## config.mk

```make
export PLATFORM = sky130hd
export DESIGN_NAME = spd_ram
export DESIGN_NICKNAME = d
export VERILOG_FILES = /design/src/sv/spd_ram.sv
export SDC_FILE = /design/constraint.sdc
export NUM_CORES = 1
export LEC_CHECK = 0
export BUFFER_PORTS_ARGS = -buffer_cell sky130_fd_sc_hd__buf_2
export CORE_MARGIN = 3
export CORE_UTILIZATION = 53
export DETAILED_ROUTE_END_ITERATION = 16
export PLACE_DENSITY = 0.76
export SYNTH_ARGS = -nofsm -noshare
export SYNTH_HDL_FRONTEND = slang
export SYNTH_SLANG_ARGS = --single-unit
```

## constraint.sdc

```tcl
create_clock -name clk -period 1.2 [get_ports clk]
set_input_delay 0 -clock clk [delete_from_list [all_inputs] [get_ports clk]]
set_output_delay 0 -clock clk [all_outputs]
set_load 0.02 [all_outputs]
```

## src/sv/spd_ram.sv

```systemverilog
// ----------------------------------------------------------------------------
// spd_ram
// Simple dual-port synchronous RAM with one write port and a registered read.
// ----------------------------------------------------------------------------
module spd_ram #(
    parameter int W     = 8,
    parameter int DEPTH = 4
) (
    input  logic                     clk,
    input  logic                     we,
    input  logic [$clog2(DEPTH)-1:0] waddr,
    input  logic [W-1:0]             wdata,
    input  logic [$clog2(DEPTH)-1:0] raddr,
    output logic [W-1:0]             rdata
);

    logic [W-1:0] mem [DEPTH];

    always_ff @(posedge clk)
    begin
        if (we)
        begin
            mem[waddr] <= wdata;
        end
        rdata <= mem[raddr];
    end

endmodule

```

# Word level (Yosys, flattened, before mapping)
# Memories as Yosys holds them, arrays and structs flattened. A register that Yosys moved wholly into a read port is not among the register bits.
# Index checks and enable logic that the tools add are counted.
[totals] register_bits=0 latch_bits=0 mem_bits_rw=32 romBits=0 input_bits=14 output_inout_bits=8 wordCells=3 mem_count=1
[classes] n_addsub=0 multipliers=0 div=0 magnitude_cmp=0 n_eq_ne=0 shifts=0 mux=2 bitwise_logic=0 reduce_logical=0
[memory_table] memory="mem" depth=4 width=8 rd=1 rd_ports_with_merged_regs=1 wr=1 line_no="17" text="logic [W-1:0] mem [DEPTH];"
[op_table] cell="2-to-1 mux 1 bit" count=2

# Logic depth before layout (Yosys ltp)
# Gate-level depths: netlist of run 1.
[depth] ltp_word=2 depth_mapped=2

# Worst setup path before layout of run 1
# Ideal clock, no wire load.
[synth_path] kind="input -> register" from="input waddr[0]" to="memory mem[0][0], enable pin" arrival_ps=679 slack_ps=136 cell_stages=1 n_path_buf=0 path_cell_list="nor3b_1"
[synth_rtl] item="start, declared" line_no="11" text="input logic [$clog2(DEPTH)-1:0] waddr,"
[synth_rtl] item="end, declared" line_no="17"
# No word-level cell before the write port.

# Final worst setup path of run 1
[layout_path] from="memory mem[3][0]" to="register rdata[0], read port of mem"
[layout_rtl] item="end, declared" line_no="14" text="output logic [W-1:0] rdata"
# No word-level cell between the ends.

==> results of run 1 <==
==> cell families after synthesis <==
kind of cell	after synthesis	share of synthesized area [%]
AND/OR/NAND/NOR	4	2.320
multiplexers	8	13.36
buffers and inverters	2	1.206
flip-flops	40	83.12
==> state kept, by name, indices dropped and copies added, names as in the netlist <==
| name | cells |
|---|---|
| rdata | 8 |
| mem | 32 |
==> cells in the final DEF (no fill, tap or decap) <==
cell type	count
edfxtp_1	32
buf_2	21
mux4_2	8
dlygate4sd3_1	8
dfxtp_1	8
clkbuf_4	5
and3b_1	2
clkinv_2	2
nor3b_1	1
and3_1	1
clkinv_1	1
buf_4	1
==> layer usage <==
layer / routed length, um / vias to the layer above
li1: - / 299
met1: 711 / 308
met2: 1054 / 21
met3: 93 / 9
met4: 74 / 0
met5: 0 / -
==> worst min path at each step <==
stage                  start        end  slack [ps]  cells past startpoint
floorplan           wdata[0]  mem[0][0]         100                      0
global placement    wdata[6]  mem[3][6]         210                      1
detailed placement  wdata[7]  mem[2][7]         220                      1
CTS                 raddr[1]   rdata[5]          70                      2
global route        raddr[1]   rdata[4]          70                      2
finish              raddr[1]   rdata[4]          90                      2
==> stage by stage <==
step                      utilization (%)  setup slack [ps]
after global routing                69.51             199.6
after detailed placement            63.84             225.4
after global placement              63.84             253.3
final                               69.51             225.7
after CTS                           69.51             210.9
after floorplan                         -             135.9
==> where the power goes <==
part	internal, W	leakage, nW	switching, W
Combinational	0.0000940	0.193	0.0000983
Clock	0.000215	0.0324	0.000396
Sequential	0.00158	0.361	0.0000175
Total	0.00189	0.587	0.000512
==> area by class of cell <==
type                       instances  area (um2)
multi-input combinational         12       211.5
clock buffer                       5       37.54
fill                             156       706.9
clock inverter                     3       13.76
sequential                        40        1121
timing repair buffer              30       192.7
tap                               28       35.03
==> metrics.yaml, run 1 <==
grt_use_met1_pct: 14.99
cts-hold-fix-buffers: 8
cp.arrival_ps: 1190
die_area_mm2: 0.003186
grt_max_degree: 13
skew_ps: 1.255
synth_area_mm2: 0.001349
antenna_found_initial: 0
hold_viol_final: 0
gr-usage-met3_pct: 6.897
final_cell_area_mm2: 0.001612
synthTopCellsByArea: "edfxtp_1 (71%), mux4_2 (13%), dfxtp_1 (12%)"
syn_inst: 54
critPathMaxFanout: 1
yosysSeqAreaShare_pct: 83.12
globalRouteOverflowTotal: 0
synth_commonest_cells: "edfxtp_1 (32), dfxtp_1 (8), mux4_2 (8), and3b_1 (2)"
postCtsSetupBuffers: 0
cts_buffers: 5
grt_setup_unrepaired: "no"
gr-usage-met2_pct: 25.91
ys_types: 8
maxSlewViolCount: 0
viasPerCell: 5.398
crit_buf_inv: 0
tightest_slew_ps: 427.6
initial_core_util_pct: 58.18
n_antenna_cell: 0
clkLatencyLatePin_ps: 330
drc: 0
hp-class: "input pin to register"
max-slew-margin-rel_pct: 71.49
peakVddDrop_uv: 1233
ys_async_sr_fraction_pct: 0
yosys.cell_count.top_type: "edfxtp_1"
crit_cells: 1
core_region_area_mm2: 0.002318
outcome: "finished, final reports clean"
maxCapViolations: 0
p_leak_nw: 0.5871
io_buffers: 21
dp_cells: 102
fin_crit_sh_pct: 81.20
die_h_um: 56.45
htreeDepth: 2
dpl_cell_area_mm2: 0.001480
drive_gt1_share_pct: 41.11
end_kind: "register"
setup_viol: 0
endpoint: "rdata[0]"
wire_per_inst_um: 16.39
gp_congestion: 0.6692
clockBufferDepth: 2
cts_sinks: 40
r2r_slack_ps: 230
critPathKind: "register to register"
dominantRegCellSynth: "edfxtp_1"
holdWs_ps: 85.73
reg2reg_depth: 1
r2r-end: "rdata[0]"
nets: 103
crit_start: "mem[3][0]"
first_pass_iters: 4
drtIter0Drc: 6
vias: 637
critPathLaunchType: "register"
syn_nets: 68
yosys_warnings: 0
ys_ff_latch: 40
worstPathRequired_ps: 1420
r2r-start: "mem[3][0]"
cts_resized: 0
rows: 17
critPathTopFamily: "multiplexers"
min_period_ps: 974.3
crit_chain: "mux4_2"
top_usage_layer: "met2"
ant_nets: 0
max_freq_mhz: 1026
clkTransAtPathRegs_ps: 110
gr-usage-all-layers_pct: 15.11
finalNonFillerCells: 118
wl_um: 1934
power_per_cell_area_mw_per_mm2: 1489
grt_pass1_vias: 687
yosysTopAreaCellShare_pct: 71.24
slowest_delay_ps: 480
grt_first_pass_wirelength_um: 3270
ios: 22
synth_edf_count: 32
root_buffer: "clkbuf_4"
die_w_um: 56.45
area_growth_pct: 19.48
avgSynthCellArea_um2: 24.98
fin_tns_setup_ps: 0
cts_tree: "done"
crit_slowest_cell: "mux4_2"
synth_top_cell_by_area: "edfxtp_1"
power_w: 0.002400
Power figures use the tool's default switching activity.
==> inputs of run 2 (changes only) <==
- CORE_UTILIZATION: 53 -> 48
- PLACE_DENSITY: 0.76 -> 0.72
- clock period: 1.2 -> 0.8 ns (I/O delays scaled with it)
==> metrics.yaml, run 2 (same netlist as run 1, synthesis figures left out) <==
wire_per_inst_um: 16.44
p_sw_share_pct: 20.51
die_area_mm2: 0.003482
initial_core_util_pct: 52.53
drc: 0
top_register: "mem"
min_period_ps: 972.3
grt_max_degree: 13
maxSlewViolCount: 0
final_cell_mix: "edfxtp_1 (32), buf_2 (13), mux4_2 (8), dlygate4sd3_1 (8)"
n_antenna_cell: 0
cp.arrival_ps: 1180
dpl_cell_area_mm2: 0.001563
p_switching_w: 0.0007773
drive_gt1_share_pct: 51.58
max-slew-margin-rel_pct: 85.48
setup_viol: 8
gp_congestion: 0.5761
end_kind: "register"
fin_util_pct: 68.42
root_buffer: "clkbuf_4"
finalNonFillerCells: 125
crit_buf_inv: 0
crit_slowest_cell: "mux4_2"
peakVddDrop_uv: 1613
clockBufferDepth: 2
clkTransAtPathRegs_ps: 100
hp-class: "input pin to register"
die_h_um: 59.01
top_regs: "mem x32, rdata x8"
viasPerCell: 5.240
outcome: "finished with violations"
critPathKind: "register to register"
maxCapViolations: 0
p_leak_nw: 0.6421
core_region_area_mm2: 0.002567
die_w_um: 59.01
dp_cells: 109
htreeDepth: 2
cts_buffers: 5
fin_crit_sh_pct: 121.5
ant_nets: 0
clkLatencyLatePin_ps: 340
globalRouteOverflowTotal: 0
p_comb_share_pct: 9.9
hold_viol_final: 0
power_w: 0.003789
cts_sinks: 40
vias: 655
clkPwrFrac_pct: 26.6
worstPathRequired_ps: 1010
critPathLaunchType: "register"
crit_chain: "mux4_2"
grt_setup_unrepaired: "yes"
final_cell_area_mm2: 0.001757
final_common_cell: "edfxtp_1"
gr-usage-all-layers_pct: 14.67
area_growth_pct: 30.24
largest_register_ffs: 32
rows: 18
max_freq_mhz: 1028
drtIter0Drc: 7
ios: 22
wl_um: 2055
io_buffers: 21
p_int_w: 0.003012
critPathMaxFanout: 1
slowest_delay_ps: 470
grt_pass1_vias: 694
grt_first_pass_wirelength_um: 3422
cts_tree: "done"
timing.final.ws_setup_ps: -172.3
violations: "negative setup slack"
critPathTopFamily: "multiplexers"
antenna_found_initial: 0
nets: 108
first_pass_iters: 4
power_frac_seq_pct: 63.6
power_per_cell_area_mw_per_mm2: 2157
skew_ps: 8.003
tightest_slew_ps: 217.9
[run 2: layout make-up]
type                            count  area, um2
Fill cell                         179      810.8
Clock inverter                      1      3.754
Timing Repair Buffer               35      314.1
Tap cell                           30      37.54
Clock buffer                        7      55.05
Multi-Input combinational cell     12      216.5
Sequential cell                    40       1130
[run 2: worst paths after layout]
path	depth (start not counted)	slack [ps]	to	startpoint
setup reg to reg	1	-170	rdata[0]	mem[0][0]
hold reg to reg	1	560	rdata[5]	mem[2][5]
setup / recovery	1	-170	rdata[0]	mem[0][0]
hold / removal	2	100	rdata[2]	raddr[1]
[run 2: repair_timing]
action | in CTS | in global routing
setup buffers | 0 | 0
hold endpoints to repair | 32 | 0
resized for setup | 20 | 2
hold buffers | 8 | 0
endpoints found under the setup margin | 16 | 16
[run 2: through the flow]
stage	setup slack, ps	TNS (ps)	hold WS [ps]
after floorplan	-108.8	-870.6	98.87
after global placement	-126.4	-941.7	211.1
after detailed placement	-162.2	-1423	218.0
after CTS	-187.8	-1305	93.04
after global routing	-206.1	-1730	80.98
final	-172.3	-1206	97.08
[run 2: power by group through the flow]
stage | Sequential [W] | Clock (W) | Combinational, W
finish | 0.00241 | 0.00101 | 0.000373
global route | 0.00242 | 0.00114 | 0.000403
CTS | 0.00241 | 0.00105 | 0.000380
detailed placement | 0.00244 | 0 | 0.000307
global placement | 0.00244 | 0 | 0.000298
floorplan | 0.00249 | 0 | 0.000108
[run 2: layer usage]
metal / global-route usage [%] / share of wire (%) / vias to the layer above / wire, um
met5: 0 / 0 / - / 0
met4: 5.825 / 1.7 / 0 / 34
met3: 7.190 / 6.6 / 4 / 135
met2: 23.19 / 51 / 23 / 1044
met1: 17.22 / 41 / 326 / 842
li1: - / - / 302 / -
